[src/rtl/quadratic_interp_resampler_defines.svh]
// Assertion macros for the quadratic interpolating resampler.
// Included by the top level; the macros expect i_clk and i_rst_n in scope.
`ifndef QUADRATIC_INTERP_RESAMPLER_DEFINES_SVH
`define QUADRATIC_INTERP_RESAMPLER_DEFINES_SVH
`ifndef SYNTH
// same-cycle implication
`define QIR_ASSERT_IMPLY(label, ante, cons) \
    label: assert property (@(posedge i_clk) disable iff (!i_rst_n) (ante) |-> (cons)) \
        else $error("qir: same-cycle check failed");
// next-cycle implication
`define QIR_ASSERT_NEXT(label, ante, cons) \
    label: assert property (@(posedge i_clk) disable iff (!i_rst_n) (ante) |=> (cons)) \
        else $error("qir: next-cycle check failed");
`else
`define QIR_ASSERT_IMPLY(label, ante, cons)
`define QIR_ASSERT_NEXT(label, ante, cons)
`endif
`endif

[src/rtl/qir_pkg.sv]
// Shared constants, types and helpers of the quadratic interpolating resampler.
// No dependencies; imported by every module of the block.
package qir_pkg;

    // block dimensions
    localparam int MAX_CHANNELS   = 4;
    localparam int LANES          = 4;
    localparam int STEP_FRAC_BITS = 16;
    localparam int WINDOW_FRAMES  = 3;
    localparam int SAMPLE_W       = 16;
    localparam int STEP_W         = 19;
    localparam int CHANS_W        = 3;
    localparam int CHAN_W         = 2;
    localparam int LANE_AW        = $clog2(LANES);
    localparam int HIST_W         = SAMPLE_W * WINDOW_FRAMES;
    localparam int POS_W          = STEP_FRAC_BITS + 4;
    localparam int X_FRAC         = 16;
    localparam int X_W            = X_FRAC + 1;
    localparam int RESULT_LIMIT   = 64;
    localparam int COUNT_W        = $clog2(RESULT_LIMIT + 1);
    localparam int CHAN_LIMIT     = (MAX_CHANNELS < LANES) ? MAX_CHANNELS : LANES;

    // position to Q16 interpolation abscissa
    localparam int X_SHR = (STEP_FRAC_BITS > X_FRAC) ? STEP_FRAC_BITS - X_FRAC : 0;
    localparam int X_SHL = (STEP_FRAC_BITS < X_FRAC) ? X_FRAC - STEP_FRAC_BITS : 0;

    // configuration register indexes
    localparam int CFG_IDX_W = 1;
    localparam logic [CFG_IDX_W-1:0] REG_STEP  = 1'd0;
    localparam logic [CFG_IDX_W-1:0] REG_CHANS = 1'd1;

    localparam logic [STEP_W-1:0]  STEP_RESET  = STEP_W'(65536);
    localparam logic [CHANS_W-1:0] CHANS_RESET = CHANS_W'(2);
    localparam logic [STEP_W-1:0]  MIN_STEP    = STEP_W'(1) << (STEP_FRAC_BITS - 3);
    localparam logic [POS_W-1:0]   POS_ONE     = POS_W'(1) << STEP_FRAC_BITS;
    localparam logic [POS_W-1:0]   POS_TWO     = POS_W'(2) << STEP_FRAC_BITS;

    // output clamp
    localparam logic signed [SAMPLE_W-1:0] SAMPLE_MAX = 16'sh7FFE;
    localparam logic signed [SAMPLE_W-1:0] SAMPLE_MIN = -16'sh7FFF;

    // history memory port
    typedef struct packed {
        logic                rd_en;
        logic [LANE_AW-1:0]  rd_addr;
        logic                wr_en;
        logic [LANE_AW-1:0]  wr_addr;
        logic [HIST_W-1:0]   wr_data;
    } t_mem_req;

    // one interpolation job
    typedef struct packed {
        logic signed [SAMPLE_W-1:0] y0;
        logic signed [SAMPLE_W-1:0] y1;
        logic signed [SAMPLE_W-1:0] y2;
        logic [X_W-1:0]             x;
    } t_interp_req;

    // position (below two frames) to Q16 abscissa
    function automatic logic [X_W-1:0] to_x(input logic [POS_W-1:0] pos);
        logic [POS_W+X_FRAC-1:0] t;
        t = ((POS_W + X_FRAC)'(pos) >> X_SHR) << X_SHL;
        return t[X_W-1:0];
    endfunction

endpackage

[src/rtl/qir_hist_mem.sv]
// Per-lane sample history: one entry per channel holding the three window frames.
// Synchronous memory, one read and one write a cycle; depends on qir_pkg.
module qir_hist_mem (
    input  logic                         i_clk,
    input  logic                         i_rst_n,
    input  qir_pkg::t_mem_req            i_req,
    output logic [qir_pkg::HIST_W-1:0]   o_rd_data
);
    import qir_pkg::*;

    logic [HIST_W-1:0] r_mem [LANES];
    logic [HIST_W-1:0] r_rd_data;
    logic [LANES-1:0]  r_valid;
    logic              r_rd_valid;

    // storage and registered read
    always_ff @(posedge i_clk) begin
        if (i_req.wr_en) begin
            r_mem[i_req.wr_addr] <= i_req.wr_data;
        end
        if (i_req.rd_en) begin
            r_rd_data <= r_mem[i_req.rd_addr];
        end
    end

    // entries read as zero until first written after reset
    always_ff @(posedge i_clk) begin
        if (!i_rst_n) begin
            r_valid    <= '0;
            r_rd_valid <= 1'b0;
        end else begin
            if (i_req.wr_en) begin
                r_valid[i_req.wr_addr] <= 1'b1;
            end
            if (i_req.rd_en) begin
                r_rd_valid <= r_valid[i_req.rd_addr];
            end
        end
    end

    assign o_rd_data = r_rd_valid ? r_rd_data : '0;

endmodule

[src/rtl/qir_interp.sv]
// Three-stage quadratic evaluation: y0 + B*x/2 + A*x*x/2, truncated and clamped.
// Horner form, one multiplier each for A*x and for (B*2^16 + A*x) * x; depends on qir_pkg.
module qir_interp (
    input  logic                                 i_clk,
    input  logic                                 i_rst_n,
    input  logic                                 i_req_valid,
    input  qir_pkg::t_interp_req                 i_req,
    output logic                                 o_res_valid,
    output logic signed [qir_pkg::SAMPLE_W-1:0]  o_res
);
    import qir_pkg::*;

    localparam int A_W  = SAMPLE_W + 2;
    localparam int B_W  = SAMPLE_W + 4;
    localparam int XS_W = X_W + 1;
    localparam int AX_W = A_W + XS_W;
    localparam int U_W  = AX_W + 1;
    localparam int W_W  = U_W + XS_W;
    localparam int N_W  = W_W + 1;
    localparam int SH   = 2 * X_FRAC + 1;
    localparam int V_W  = N_W - SH;
    localparam logic signed [V_W-1:0] V_MAX = V_W'(SAMPLE_MAX);
    localparam logic signed [V_W-1:0] V_MIN = V_W'(SAMPLE_MIN);

    logic signed [A_W-1:0]      a;
    logic signed [B_W-1:0]      b;
    logic signed [XS_W-1:0]     xs;
    logic signed [AX_W-1:0]     ax;
    logic signed [B_W-1:0]      r_b;
    logic signed [AX_W-1:0]     r_ax;
    logic signed [XS_W-1:0]     r_xs;
    logic signed [SAMPLE_W-1:0] r_y0_1;
    logic signed [SAMPLE_W-1:0] r_y0_2;
    logic signed [U_W-1:0]      u;
    logic signed [W_W-1:0]      w;
    logic signed [W_W-1:0]      r_w;
    logic signed [N_W-1:0]      n;
    logic signed [V_W-1:0]      q;
    logic signed [V_W-1:0]      v;
    logic                       rnd;
    logic                       r_v1;
    logic                       r_v2;
    logic                       r_v3;
    logic signed [SAMPLE_W-1:0] r_res;

    // stage 1: coefficients and A*x
    assign a  = A_W'(i_req.y0) - (A_W'(i_req.y1) <<< 1) + A_W'(i_req.y2);
    assign b  = (B_W'(i_req.y1) <<< 2) - B_W'(i_req.y0) - (B_W'(i_req.y0) <<< 1)
              - B_W'(i_req.y2);
    assign xs = signed'({1'b0, i_req.x});
    assign ax = AX_W'(a) * AX_W'(xs);

    // stage 2: (B*2^16 + A*x) * x
    assign u = (U_W'(r_b) <<< X_FRAC) + U_W'(r_ax);
    assign w = W_W'(u) * W_W'(r_xs);

    // stage 3: add y0*2^33, divide by 2^33 toward zero, clamp
    assign n   = (N_W'(r_y0_2) <<< SH) + N_W'(r_w);
    assign q   = n[N_W-1:SH];
    assign rnd = n[N_W-1] && (|n[SH-1:0]);
    assign v   = q + signed'({{(V_W-1){1'b0}}, rnd});

    always_ff @(posedge i_clk) begin
        r_b    <= b;
        r_ax   <= ax;
        r_xs   <= xs;
        r_y0_1 <= i_req.y0;
        r_w    <= w;
        r_y0_2 <= r_y0_1;
        if (r_v2) begin
            if (v > V_MAX) begin
                r_res <= SAMPLE_MAX;
            end else if (v < V_MIN) begin
                r_res <= SAMPLE_MIN;
            end else begin
                r_res <= SAMPLE_W'(v);
            end
        end
    end

    // stage valids
    always_ff @(posedge i_clk) begin
        if (!i_rst_n) begin
            r_v1 <= 1'b0;
            r_v2 <= 1'b0;
            r_v3 <= 1'b0;
        end else begin
            r_v1 <= i_req_valid;
            r_v2 <= r_v1;
            r_v3 <= r_v2;
        end
    end

    assign o_res_valid = r_v3;
    assign o_res       = r_res;

endmodule

[src/rtl/quadratic_interp_resampler.sv]
// Quadratic interpolating resampler. One frame of up to four 16-bit channels is
// taken per input item; from the third frame on, each frame yields the output
// positions below two frames of the window (at most 64 results), channel by channel,
// as signed 16-bit items tagged with their channel, tlast on the frame's final one.
// Each frame is first shifted into the per-channel history memory (one lane a
// cycle, read then write back), then the position is updated, and the window is
// checked once per output position plus once to close the frame. Each result
// then needs a history read, the three-stage multiply pipeline, which is shared
// by all results, and a load of the output register, held while that register is
// full and tready is low. No reset sweep is needed: history entries read as zero
// until written. Configuration is taken at any time and applies from the next frame.
`include "quadratic_interp_resampler_defines.svh"

module quadratic_interp_resampler (
    input  logic                                            i_clk,
    input  logic                                            i_rst_n,
    input  logic                                            i_s_axis_tvalid,
    output logic                                            o_s_axis_tready,
    // sample_0 [15:0], sample_1 [31:16], sample_2 [47:32], sample_3 [63:48]
    input  logic [qir_pkg::LANES*qir_pkg::SAMPLE_W-1:0]     i_s_axis_tdata,
    output logic                                            o_m_axis_tvalid,
    input  logic                                            i_m_axis_tready,
    // out_sample [15:0]
    output logic signed [qir_pkg::SAMPLE_W-1:0]             o_m_axis_tdata,
    // out_channel [1:0]
    output logic [qir_pkg::CHAN_W-1:0]                      o_m_axis_tuser,
    output logic                                            o_m_axis_tlast,
    input  logic                                            i_cfg_valid,
    output logic                                            o_cfg_ready,
    input  logic [qir_pkg::CFG_IDX_W-1:0]                   i_cfg_index,
    input  logic [qir_pkg::STEP_W-1:0]                      i_cfg_data
);
    import qir_pkg::*;

    localparam logic [2:0] S_IDLE   = 3'd0;
    localparam logic [2:0] S_SHIFT  = 3'd1;
    localparam logic [2:0] S_DECIDE = 3'd2;
    localparam logic [2:0] S_POS    = 3'd3;
    localparam logic [2:0] S_RD     = 3'd4;
    localparam logic [2:0] S_MEM    = 3'd5;
    localparam logic [2:0] S_CALC   = 3'd6;
    localparam logic [2:0] S_OUT    = 3'd7;

    localparam logic [1:0]         FS_FULL  = 2'd3;
    localparam logic [LANE_AW:0]   LANE_END = (LANE_AW + 1)'(LANES);
    localparam logic [COUNT_W:0]   LIMIT_V  = (COUNT_W + 1)'(RESULT_LIMIT);
    localparam logic [COUNT_W-1:0] COUNT_MAX = COUNT_W'(RESULT_LIMIT);

    logic [2:0]              r_state;
    logic [2:0]              n_state;
    logic [STEP_W-1:0]       r_step_cfg;
    logic [CHANS_W-1:0]      r_chans_cfg;
    logic [STEP_W-1:0]       r_step;
    logic [CHANS_W-1:0]      r_chans;
    logic [SAMPLE_W-1:0]     r_frame [LANES];
    logic [LANE_AW:0]        r_lane;
    logic [CHAN_W-1:0]       r_chan;
    logic [POS_W-1:0]        r_pos;
    logic [1:0]              r_fs;
    logic [COUNT_W-1:0]      r_count;
    logic                    r_last;
    logic                    r_out_valid;
    logic signed [SAMPLE_W-1:0] r_out_data;
    logic [CHAN_W-1:0]       r_out_chan;
    logic                    r_out_last;

    logic                    in_acc;
    logic [STEP_W-1:0]       step_eff;
    logic [CHANS_W-1:0]      chans_eff;
    logic [POS_W-1:0]        pos_next;
    logic                    chan_end;
    logic                    grp_ok;
    logic                    next_ok;
    logic                    last_c;
    logic                    out_load;
    logic [LANE_AW-1:0]      wr_lane;
    t_mem_req                mem_req;
    logic [HIST_W-1:0]       mem_rd_data;
    t_interp_req             ip_req;
    logic                    ip_req_valid;
    logic                    ip_res_valid;
    logic signed [SAMPLE_W-1:0] ip_res;

    assign o_s_axis_tready = (r_state == S_IDLE);
    assign o_cfg_ready     = 1'b1;
    assign in_acc          = i_s_axis_tvalid && o_s_axis_tready;

    // register values as used for one frame
    assign step_eff = (r_step_cfg < MIN_STEP) ? MIN_STEP : r_step_cfg;
    always_comb begin
        if (r_chans_cfg == '0) begin
            chans_eff = CHANS_W'(1);
        end else if (r_chans_cfg > CHANS_W'(CHAN_LIMIT)) begin
            chans_eff = CHANS_W'(CHAN_LIMIT);
        end else begin
            chans_eff = r_chans_cfg;
        end
    end

    // position and result-count bookkeeping
    assign pos_next = r_pos + POS_W'(r_step);
    assign chan_end = (CHANS_W'(r_chan) == r_chans - CHANS_W'(1));
    assign grp_ok   = ((COUNT_W + 1)'(r_count) + (COUNT_W + 1)'(r_chans)) <= LIMIT_V;
    assign next_ok  = (pos_next < POS_TWO) &&
                      (((COUNT_W + 1)'(r_count) + (COUNT_W + 1)'(1)
                        + (COUNT_W + 1)'(r_chans)) <= LIMIT_V);
    assign last_c   = chan_end && !next_ok;
    assign out_load = (r_state == S_OUT) && (!r_out_valid || i_m_axis_tready);

    // history port: lane shift is read lane k while writing back lane k-1
    assign wr_lane = LANE_AW'(r_lane - (LANE_AW + 1)'(1));
    always_comb begin
        mem_req = '0;
        if (r_state == S_SHIFT) begin
            mem_req.rd_en   = (r_lane != LANE_END);
            mem_req.rd_addr = r_lane[LANE_AW-1:0];
            mem_req.wr_en   = (r_lane != '0);
            mem_req.wr_addr = wr_lane;
            mem_req.wr_data = {r_frame[wr_lane], mem_rd_data[HIST_W-1:SAMPLE_W]};
        end else if (r_state == S_RD) begin
            mem_req.rd_en   = 1'b1;
            mem_req.rd_addr = LANE_AW'(r_chan);
        end
    end

    qir_hist_mem u_hist (
        .i_clk     (i_clk),
        .i_rst_n   (i_rst_n),
        .i_req     (mem_req),
        .o_rd_data (mem_rd_data)
    );

    // interpolation job from the lane just read
    assign ip_req_valid = (r_state == S_MEM);
    assign ip_req.y0 = signed'(mem_rd_data[SAMPLE_W-1:0]);
    assign ip_req.y1 = signed'(mem_rd_data[2*SAMPLE_W-1:SAMPLE_W]);
    assign ip_req.y2 = signed'(mem_rd_data[3*SAMPLE_W-1:2*SAMPLE_W]);
    assign ip_req.x  = to_x(r_pos);

    qir_interp u_interp (
        .i_clk       (i_clk),
        .i_rst_n     (i_rst_n),
        .i_req_valid (ip_req_valid),
        .i_req       (ip_req),
        .o_res_valid (ip_res_valid),
        .o_res       (ip_res)
    );

    // sequencer next state
    always_comb begin
        n_state = r_state;
        unique case (r_state)
            S_IDLE:   if (in_acc) n_state = S_SHIFT;
            S_SHIFT:  if (r_lane == LANE_END) n_state = S_DECIDE;
            S_DECIDE: n_state = (r_fs < 2'd2) ? S_IDLE : S_POS;
            S_POS:    n_state = ((r_pos < POS_TWO) && grp_ok) ? S_RD : S_IDLE;
            S_RD:     n_state = S_MEM;
            S_MEM:    n_state = S_CALC;
            S_CALC:   if (ip_res_valid) n_state = S_OUT;
            S_OUT:    if (out_load) n_state = chan_end ? S_POS : S_RD;
            default:  n_state = S_IDLE;
        endcase
    end

    // sequencer and configuration registers
    always_ff @(posedge i_clk) begin
        if (!i_rst_n) begin
            r_state     <= S_IDLE;
            r_step_cfg  <= STEP_RESET;
            r_chans_cfg <= CHANS_RESET;
            r_step      <= STEP_RESET;
            r_chans     <= CHANS_RESET;
            r_lane      <= '0;
            r_chan      <= '0;
            r_pos       <= '0;
            r_fs        <= '0;
            r_count     <= '0;
            r_last      <= 1'b0;
        end else begin
            r_state <= n_state;
            if (i_cfg_valid) begin
                unique case (i_cfg_index)
                    REG_STEP:  r_step_cfg  <= i_cfg_data;
                    REG_CHANS: r_chans_cfg <= i_cfg_data[CHANS_W-1:0];
                endcase
            end
            unique case (r_state)
                S_IDLE: begin
                    if (in_acc) begin
                        r_step  <= step_eff;
                        r_chans <= chans_eff;
                        r_lane  <= '0;
                        r_count <= '0;
                    end
                end
                S_SHIFT: r_lane <= r_lane + (LANE_AW + 1)'(1);
                S_DECIDE: begin
                    // window filling, then one frame back per frame
                    if (r_fs < 2'd2) begin
                        r_fs <= r_fs + 2'd1;
                    end else if (r_fs == FS_FULL) begin
                        if (r_pos >= POS_ONE) begin
                            r_pos <= r_pos - POS_ONE;
                        end
                    end else begin
                        r_fs <= FS_FULL;
                    end
                end
                S_POS: r_chan <= '0;
                S_RD:  r_last <= last_c;
                S_OUT: begin
                    if (out_load) begin
                        r_count <= r_count + COUNT_W'(1);
                        if (chan_end) begin
                            r_pos <= pos_next;
                        end else begin
                            r_chan <= r_chan + CHAN_W'(1);
                        end
                    end
                end
                default: ;
            endcase
        end
    end

    // frame capture
    always_ff @(posedge i_clk) begin
        if (in_acc) begin
            for (int l = 0; l < LANES; l++) begin
                r_frame[l] <= i_s_axis_tdata[l*SAMPLE_W +: SAMPLE_W];
            end
        end
    end

    // output register
    always_ff @(posedge i_clk) begin
        if (!i_rst_n) begin
            r_out_valid <= 1'b0;
        end else if (out_load) begin
            r_out_valid <= 1'b1;
        end else if (i_m_axis_tready) begin
            r_out_valid <= 1'b0;
        end
    end

    always_ff @(posedge i_clk) begin
        if (out_load) begin
            r_out_data <= ip_res;
            r_out_chan <= r_chan;
            r_out_last <= r_last;
        end
    end

    assign o_m_axis_tvalid = r_out_valid;
    assign o_m_axis_tdata  = r_out_data;
    assign o_m_axis_tuser  = r_out_chan;
    assign o_m_axis_tlast  = r_out_last;

    // checks
    `QIR_ASSERT_IMPLY(a_count_bound, 1'b1, r_count <= COUNT_MAX)
    `QIR_ASSERT_IMPLY(a_rd_in_window, r_state == S_RD, r_pos < POS_TWO)
    `QIR_ASSERT_IMPLY(a_no_rmw_clash, mem_req.rd_en && mem_req.wr_en, mem_req.rd_addr != mem_req.wr_addr)
    `QIR_ASSERT_NEXT(a_last_ends_run, out_load && r_last, r_state == S_POS && !(r_pos < POS_TWO && grp_ok))

endmodule
[config.mk]
export PLATFORM = sky130hd
export DESIGN_NAME = quadratic_interp_resampler
export DESIGN_NICKNAME = d
export VERILOG_FILES = /design/src/rtl/qir_pkg.sv /design/src/rtl/qir_hist_mem.sv /design/src/rtl/qir_interp.sv /design/src/rtl/quadratic_interp_resampler.sv
export VERILOG_INCLUDE_DIRS = /design/src /design/src/rtl
export SDC_FILE = /design/constraint.sdc
export NUM_CORES = 2
export LEC_CHECK = 0
export ABC_AREA = 1
export BUFFER_PORTS_ARGS = -buffer_cell sky130_fd_sc_hd__buf_2
export CAP_MARGIN = 20
export CORE_ASPECT_RATIO = 0.7
export CORE_MARGIN = 3
export CORE_UTILIZATION = 30
export CTS_CLUSTER_DIAMETER = 150
export DETAILED_ROUTE_END_ITERATION = 16
export GPL_TIMING_DRIVEN = 0
export PLACE_DENSITY = 0.52
export SYNTH_ARGS = -nofsm -noshare
export SYNTH_HDL_FRONTEND = slang
export SYNTH_SLANG_ARGS = --single-unit
[constraint.sdc]
create_clock -name i_clk -period 22.2 [get_ports i_clk]
set_clock_uncertainty 0.15 [all_clocks]
set_input_delay 1.11 -clock i_clk [delete_from_list [all_inputs] [get_ports i_clk]]
set_output_delay 1.11 -clock i_clk [all_outputs]
set_load 0.1 [all_outputs]
## Word-level counts from Yosys, hierarchy flattened

Memory sizes are Yosys's and may differ from the RTL's. A register that Yosys moved wholly into a read port is not among the register bits.
Cells that the tools add are included.

| operators by class | value |
|---|---|
| add/subtract/negate cells | 19 |
| $mul | 2 |
| $lt $le $gt $ge | 13 |
| equal/unequal tests | 21 |
| multiplexer cells | 42 |
| bitwise logic cells | 2 |
| reduce and logical (&&, ||, !) cells | 28 |

Operators with widths:

| operator | number |
|---|---|
| $mux W20 | 5 |
| $add A49 B55 Y56 | 1 |
| $mul A37 B18 Y55 | 1 |
| $mux W51 | 1 |
| $mux W48 | 1 |
| $lt A20 B18 Y1 const B | 2 |
| $pmux W20 S2 | 1 |
| $add A36 B36 Y37 | 1 |
| $mul A18 B18 Y36 | 1 |
| $mux W3 | 11 |
| $reduce_or A33 Y1 | 1 |
| $pmux W3 S8 | 1 |
| $add A23 B2 Y23 | 1 |
| $gt A23 B16 Y1 const B | 1 |
| $lt A23 B16 Y1 const B | 1 |
| $add A20 B19 Y20 | 1 |
| $ge A20 B17 Y1 const B | 1 |
| $sub A19 B17 Y20 | 1 |
| $sub A20 B16 Y20 | 1 |
| $sub A20 B17 Y20 const B | 1 |
| $lt A19 B14 Y1 const B | 1 |
| $mux W19 | 1 |
| $sub A18 B16 Y19 | 1 |
| $add A18 B16 Y18 | 1 |
| other kinds (43) | 88 |

| word-level totals | value |
|---|---|
| bits in registers | 286 |
| memory bits (writable) | 256 |
| input bits | 89 |
| output and inout port bits | 22 |
| memories | 2 |

Memories:

| name | words | width | rd ports | clocked after memory_dff | wr ports | line | text |
|---|---|---|---|---|---|---|---|
| u_hist.r_mem | 4 | 48 | 1 | 1 | 1 | qir_hist_mem.sv:11 | `logic [HIST_W-1:0] r_mem [LANES];` |
| r_frame | 4 | 16 | 1 | 0 | 4 | quadratic_interp_resampler.sv:55 | `logic [SAMPLE_W-1:0] r_frame [LANES];` |

## Depth between registers and ports, before layout

An unclocked memory read counts as a cell.

| logic depth | value |
|---|---|
| word-level depth | 8 |
| depth in mapped cells | 49 |
| mapped depth without buffers | 46 |

## By module

Synthesis repeated with hierarchy kept, for this count alone.

| second synthesis, totals | value |
|---|---|
| cells, all modules | 6,965 |
| area, all modules | 60,713.2 um^2 |

Modules (own cells, without submodules):

| module | instances | cells an instance | area an instance (um^2) |
|---|---|---|---|
| qir_interp | 1 | 5,441 | 43,638.1 |
| qir_hist_mem | 1 | 645 | 9,156.3 |
| quadratic_interp_resampler | 1 | 879 | 7,918.8 |

## Least setup slack after synthesis

OpenSTA, ideal clock, no wires.

| timing path | value |
|---|---|
| path kind | register to register |
| start point | reg u_hist.r_rd_valid |
| end point | reg u_interp.r_ax[34] |
| setup time | 127 ps |
| arrival | 8,241 ps |
| required time | 21,923 ps |
| slack | 13,682 ps |
| stages on the path, launching flop included | 34 |
| path buffers | 4 |
| period minus slack after synthesis | 8,518 ps |
| path through | dfxtp_1 > clkbuf_1 > clkbuf_1 > nand2_1 > inv_1 > fa_1 > ha_1 > inv_1 > nor4_1 > nor3b_1 > nand3_1 > nand3_1 > xor2_1 > clkbuf_1 > nor2_1 > fa_1 > fa_1 > clkbuf_1 > inv_1 > fa_1 > fa_1 > fa_1 > fa_1 > inv_1 > ha_1 > nand2_1 > nor2_1 > inv_1 > o221ai_1 > a21oi_1 > nand2_1 > a31oi_1 > o21ai_0 > xor2_1 |

| between the ends | value |
|---|---|
| longest elaborated chain between the ends | 4 |

Ends and longest elaborated chain:

| item | line | text |
|---|---|---|
| start, declared | qir_hist_mem.sv:14 | `logic r_rd_valid;` |
| start signal, assigned | qir_hist_mem.sv:36 | `r_rd_valid <= r_valid[i_req.rd_addr];` |
| $mux W48 (*) | qir_hist_mem.sv:41 | `assign o_rd_data = r_rd_valid ? r_rd_data : '0;` |
| $sub A16 B17 Y18 | qir_interp.sv:47 | `assign a = A_W'(i_req.y0) - (A_W'(i_req.y1) <<< 1) + A_W'(i_req.y2);` |
| $add A18 B16 Y18 (*) | qir_interp.sv:47 |  |
| $mul A18 B18 Y36 (*) | qir_interp.sv:51 | `assign ax = AX_W'(a) * AX_W'(xs);` |
| net u_interp.ax[34] | qir_interp.sv:28 | `logic signed [AX_W-1:0] ax;` |
| end signal, assigned | qir_interp.sv:65 | `r_ax <= ax;` |
| end, declared | qir_interp.sv:30 | `logic signed [AX_W-1:0] r_ax;` |

The timed path passes the listed nets; every way through them passes the cells marked *.
A chain may end at the register's enable or synchronous reset.

## Worst setup path in the final report

| timing path | value |
|---|---|
| start point | reg u_hist.r_rd_valid |
| end point | reg u_interp.r_ax[34] |

| between the ends | value |
|---|---|
| longest elaborated chain between the ends | 4 |

Ends and longest elaborated chain:

| item | line | text |
|---|---|---|
| $mux W48 | qir_hist_mem.sv:41 |  |
| net mem_rd_data[15] | quadratic_interp_resampler.sv:78 | `logic [HIST_W-1:0] mem_rd_data;` |
| $sub A16 B17 Y18 | qir_interp.sv:47 |  |
| $add A18 B16 Y18 | qir_interp.sv:47 |  |
| $mul A18 B18 Y36 | qir_interp.sv:51 |  |
| net u_interp.ax[34] | qir_interp.sv:28 |  |

The timed path passes the listed nets, and every way through them passes these cells.

==> results.rst <==
.. list-table::
   :header-rows: 1

   * - Metric
     - Value
   * - Violation count after the first detailed-routing iteration
     - 3,520
   * - Outcome
     - completed
   * - Placed cell area
     - 0.0645 mm^2
   * - Final net count
     - 8,418
   * - Final GP Congestion
     - 0.956
   * - Largest fanout on the critical path
     - 10
   * - Slew HR
     - 0.251
   * - Wl on met1
     - 91,100 um
   * - Proportion of netlist area held by the largest area contributor
     - 0.316
   * - CTS clk-pin slew, worst paths
     - 0.06 ns
   * - Area used by multi-input combinational logic
     - 0.0380 mm^2
   * - Depth of the worst register-to-register path
     - 33
   * - Detail Placement HPWL
     - 153,000 um
   * - Post-synth cell types
     - 62
   * - Static Leakage
     - 31.6 nW
   * - Number of gates given a new drive strength after cts
     - 0
   * - Final period utilization
     - 0.510
   * - Grt ovf
     - 0
   * - Overall die area
     - 0.207 mm^2
   * - First-pass GRT wire length
     - 282,000 um
   * - Average footprint of a synthesized cell
     - 8.81 um^2
   * - Layout area overhead
     - 10.4%
   * - Number of input and output port buffers inserted
     - 108
   * - Worst-path cell with the longest stage delay
     - sky130_fd_sc_hd__xor2_1
   * - Setup_tns
     - 0 ns
   * - Effective utilization at floorplan
     - 0.302
   * - Standard cell core area
     - 0.200 mm^2
   * - Fraction of layout cells with a size suffix above 1
     - 0.0617
   * - Slowest Stage Delay on Critical Path
     - 0.78 ns
   * - Reg-to-reg critical path startpoint
     - u_hist.r_rd_valid
   * - Number of setup violations in the final report
     - 0
   * - Worst setup slack for register-to-register paths
     - 10.88 ns
   * - Async set-reset flop share out of synthesis
     - 0
   * - Gate Count Post-Synth
     - 6,851
   * - Kind of end point of the critical path
     - register
   * - Net count of the mapped netlist
     - 8,222
   * - Worst Setup Start Kind
     - register
   * - Power per Cell Area
     - 54.3 mW/mm^2
   * - Setup repair after global routing missed its margin
     - false
   * - Hold Buf Count CTS
     - 0
   * - Type of the tightest min-delay check
     - reg2reg
   * - Clock Root Buffer
     - sky130_fd_sc_hd__clkbuf_16
   * - Horiz. Die Dim
     - 542 um
   * - Count of final max-slew check failures
     - 0
   * - Worst Path Required
     - 22.60 ns
   * - Post-route cell area
     - 0.0666 mm^2
   * - Sequential Area
     - 0.0152 mm^2
   * - FILL cells
     - 20,913
   * - Clock latency on the worst-skew pair
     - 0.71 ns
   * - Hold Path Depth
     - 0
   * - Number of buffers added by the clock tree synthesis step
     - 59
   * - FF-to-FF End
     - u_interp.r_ax[34]
   * - Die Height
     - 381 um
   * - VDD IR-drop max
     - 0.0667 mV
   * - Count of H-tree levels built during CTS
     - 2
   * - Cell type with the highest occurrence count on the critical path
     - sky130_fd_sc_hd__fa_1
   * - Sequential cell area fraction in the yosys report
     - 0.252
   * - DRT Wirelength
     - 182,000 um
   * - Final core utilization
     - 0.334
   * - Count of endpoints failing hold in the final timing report
     - 0
   * - Clock tree from TritonCTS
     - yes
   * - Maximum clock rate
     - 0.0884 GHz
   * - Pin count of the biggest net entering global routing
     - 74
   * - Dpl ws
     - 11.12 ns
   * - Routed length on met3
     - 19,200 um
   * - Shortest clock period the worst path allows after layout
     - 11.32 ns
   * - Post-route total power
     - 3.62 mW
   * - Startpoint of the lowest-slack hold path
     - u_interp.r_y0_1[14]
   * - Post-detailed-route DRC marker count
     - 0
   * - Routed length on met2
     - 69,200 um
   * - Cell area after technology mapping
     - 0.0603 mm^2
   * - Number of vias per cell
     - 4.64
   * - Top layer reached by signal wires
     - met5
   * - Post-synthesis sequential element count
     - 590
   * - Max-capacitance violation count
     - 0
   * - Antenna-violating nets left
     - 0
   * - Cell type with the largest total area after synthesis
     - sky130_fd_sc_hd__fa_1
   * - Arrival time of data at the critical path endpoint
     - 11.72 ns
   * - Count of boundary I/O pins
     - 111
   * - Number of clock sinks
     - 590
   * - Transition time at the pin with the least slew margin
     - 1.12 ns
   * - Number of global-route vias before repair
     - 46,291
   * - Cell types with the largest area share after synthesis
     - sky130_fd_sc_hd__fa_1, sky130_fd_sc_hd__edfxtp_1, sky130_fd_sc_hd__inv_1
   * - Worst setup path category
     - reg2reg
   * - Standard-cell rows
     - 137
   * - Routed length per placed instance
     - 18.7 um
   * - Vias after detailed routing
     - 45,223
   * - Initial antenna violation count
     - 6
   * - GRT Resource Usage Total
     - 0.177
   * - Number of warnings reported in the yosys synthesis log
     - 0
   * - Maximum count of clock buffers along a single path
     - 3
   * - Hold endpoint
     - u_interp.r_y0_2[14]
   * - Number of enable flip-flop cells after synthesis
     - 339
   * - Buffer count from post-CTS setup fixing
     - 0
   * - Worst setup slack after layout
     - 10.88 ns
   * - Number of iterations in the first detailed-routing pass
     - 5
   * - Most common flop cell mapped by yosys
     - sky130_fd_sc_hd__edfxtp_1
-- worst max-delay path: cells and delay by family, from the launching register on --
kind            cells  cell delay (ns)
simple gates       11             2.25
xor+xnor            2             0.99
buf+inv             9             2.62
flops               1             0.31
compound gates      2             0.19
fa+ha+maj           9             4.67
-- cells in the final DEF (no fill, tap or decap), types with 12 or more instances in the layout --
cell	instances
sky130_fd_sc_hd__nor2_1	589
sky130_fd_sc_hd__clkbuf_8	17
sky130_fd_sc_hd__edfxtp_1	339
sky130_fd_sc_hd__dfxtp_1	251
sky130_fd_sc_hd__ha_1	331
sky130_fd_sc_hd__a21oi_1	240
sky130_fd_sc_hd__nand4_1	32
sky130_fd_sc_hd__o22ai_1	67
sky130_fd_sc_hd__a31oi_1	35
sky130_fd_sc_hd__buf_2	112
sky130_fd_sc_hd__buf_6	18
sky130_fd_sc_hd__fa_1	951
sky130_fd_sc_hd__or2_2	64
sky130_fd_sc_hd__xor2_1	89
sky130_fd_sc_hd__nand2_2	54
sky130_fd_sc_hd__xnor2_1	68
sky130_fd_sc_hd__clkbuf_1	227
sky130_fd_sc_hd__a211oi_1	12
sky130_fd_sc_hd__inv_1	1627
sky130_fd_sc_hd__mux2i_1	32
sky130_fd_sc_hd__o21ai_0	231
sky130_fd_sc_hd__nor2_2	16
sky130_fd_sc_hd__nor3_1	26
sky130_fd_sc_hd__nor4_1	21
sky130_fd_sc_hd__nand3_1	167
sky130_fd_sc_hd__nand2_1	1220
sky130_fd_sc_hd__inv_2	17
sky130_fd_sc_hd__clkbuf_16	60
-- registers in the layout, summed over array words and instances, names as in the netlist, 7 cells and up --
| signal | cells |
|---|---|
| u_interp.o_res | 16 |
| u_hist.r_mem | 192 |
| u_interp.r_y0_1 | 16 |
| u_interp.r_w | 55 |
| u_interp.r_ax | 36 |
| u_interp.r_b | 20 |
| r_pos | 20 |
| u_hist.r_rd_data | 48 |
| u_interp.r_y0_2 | 16 |
| r_frame | 64 |
| r_step_cfg | 19 |
| o_m_axis_tdata | 16 |
| r_step | 19 |
| r_count | 7 |
| u_interp.r_xs | 17 |
-- kinds of logic after synthesis --
logic type / after synthesis / share of synthesized area
other cells: 1 / 0.0000622
buf+inv: 1885 / 0.118
compound gates: 667 / 0.0617
mux: 32 / 0.00531
simple gates: 2237 / 0.156
xor+xnor: 157 / 0.0228
flops: 590 / 0.252
fa+ha+maj: 1282 / 0.384
-- worst max path at each step --
stage,slack [ns],from,cells past startpoint,endpoint
6_report,10.88,u_hist.r_rd_valid,33,u_interp.r_ax[34]
5_1_grt,10.16,u_hist.r_rd_valid,33,u_interp.r_ax[34]
4_1_cts,11.00,u_hist.r_rd_valid,33,u_interp.r_ax[34]
3_5_place_dp,11.12,u_hist.r_rd_valid,33,u_interp.r_ax[34]
3_3_place_gp,11.11,u_hist.r_rd_valid,33,u_interp.r_ax[34]
2_1_floorplan,13.68,u_hist.r_rd_valid,33,u_interp.r_ax[34]
-- layer usage --
layer  GRT usage  up-vias
li1            -    21132
met1       0.278    22335
met2       0.238     1587
met3      0.0516      167
met4      0.0274        2
met5           0        -
-- Yosys cell counts (all sizes together), types with 2 or more instances --
| cell type | instances |
|---|---|
| o31ai | 5 |
| mux2i | 32 |
| o21a | 8 |
| edfxtp | 339 |
| o21ai | 237 |
| dfxtp | 251 |
| a31o | 2 |
| a21boi | 9 |
| nand2 | 1281 |
| o211ai | 9 |
| nor2 | 613 |
| and3 | 2 |
| or2 | 64 |
| buf | 13 |
| nor3 | 32 |
| a211oi | 12 |
| fa | 951 |
| xnor2 | 68 |
| a21oi | 241 |
| o221ai | 10 |
| o2111ai | 3 |
| a221oi | 4 |
| nor4 | 22 |
| o21bai | 9 |
| clkbuf | 221 |
| inv | 1641 |
| nor3b | 4 |
| a31oi | 35 |
| o22ai | 67 |
| nand3 | 180 |
| a21o | 10 |
| nand4 | 34 |
| ha | 331 |
| nand3b | 3 |
| xor2 | 89 |
| clkinv | 10 |
-- area by class of cell --
class	count	share of cell area
Clock inverter	27	0.00464
Timing Repair Buffer	135	0.0130
Multi-Input combinational cell	4376	0.571
Clock buffer	84	0.0264
Inverter	1651	0.0930
Sequential cell	590	0.228
Antenna cell	2	0.0000751
Tap cell	2641	0.0496
Buffer	234	0.0140
-- report_power, final --
part / internal [mW] / switching [mW] / leakage [nW]
sequential: 1.25 / 0.0299 / 5.02
combinational: 0.322 / 0.979 / 25.5
clock: 0.574 / 0.465 / 1.03
total: 2.15 / 1.47 / 31.6
-- per-stage QoR --
step,hold slack [ns],std cells
floorplan,0.160,6851
global placement,0.163,9600
detailed placement,0.162,9626
CTS,0.176,9737
global route,0.180,9738
finish,0.176,9740
No activity file was read; power rests on OpenSTA's default activity.
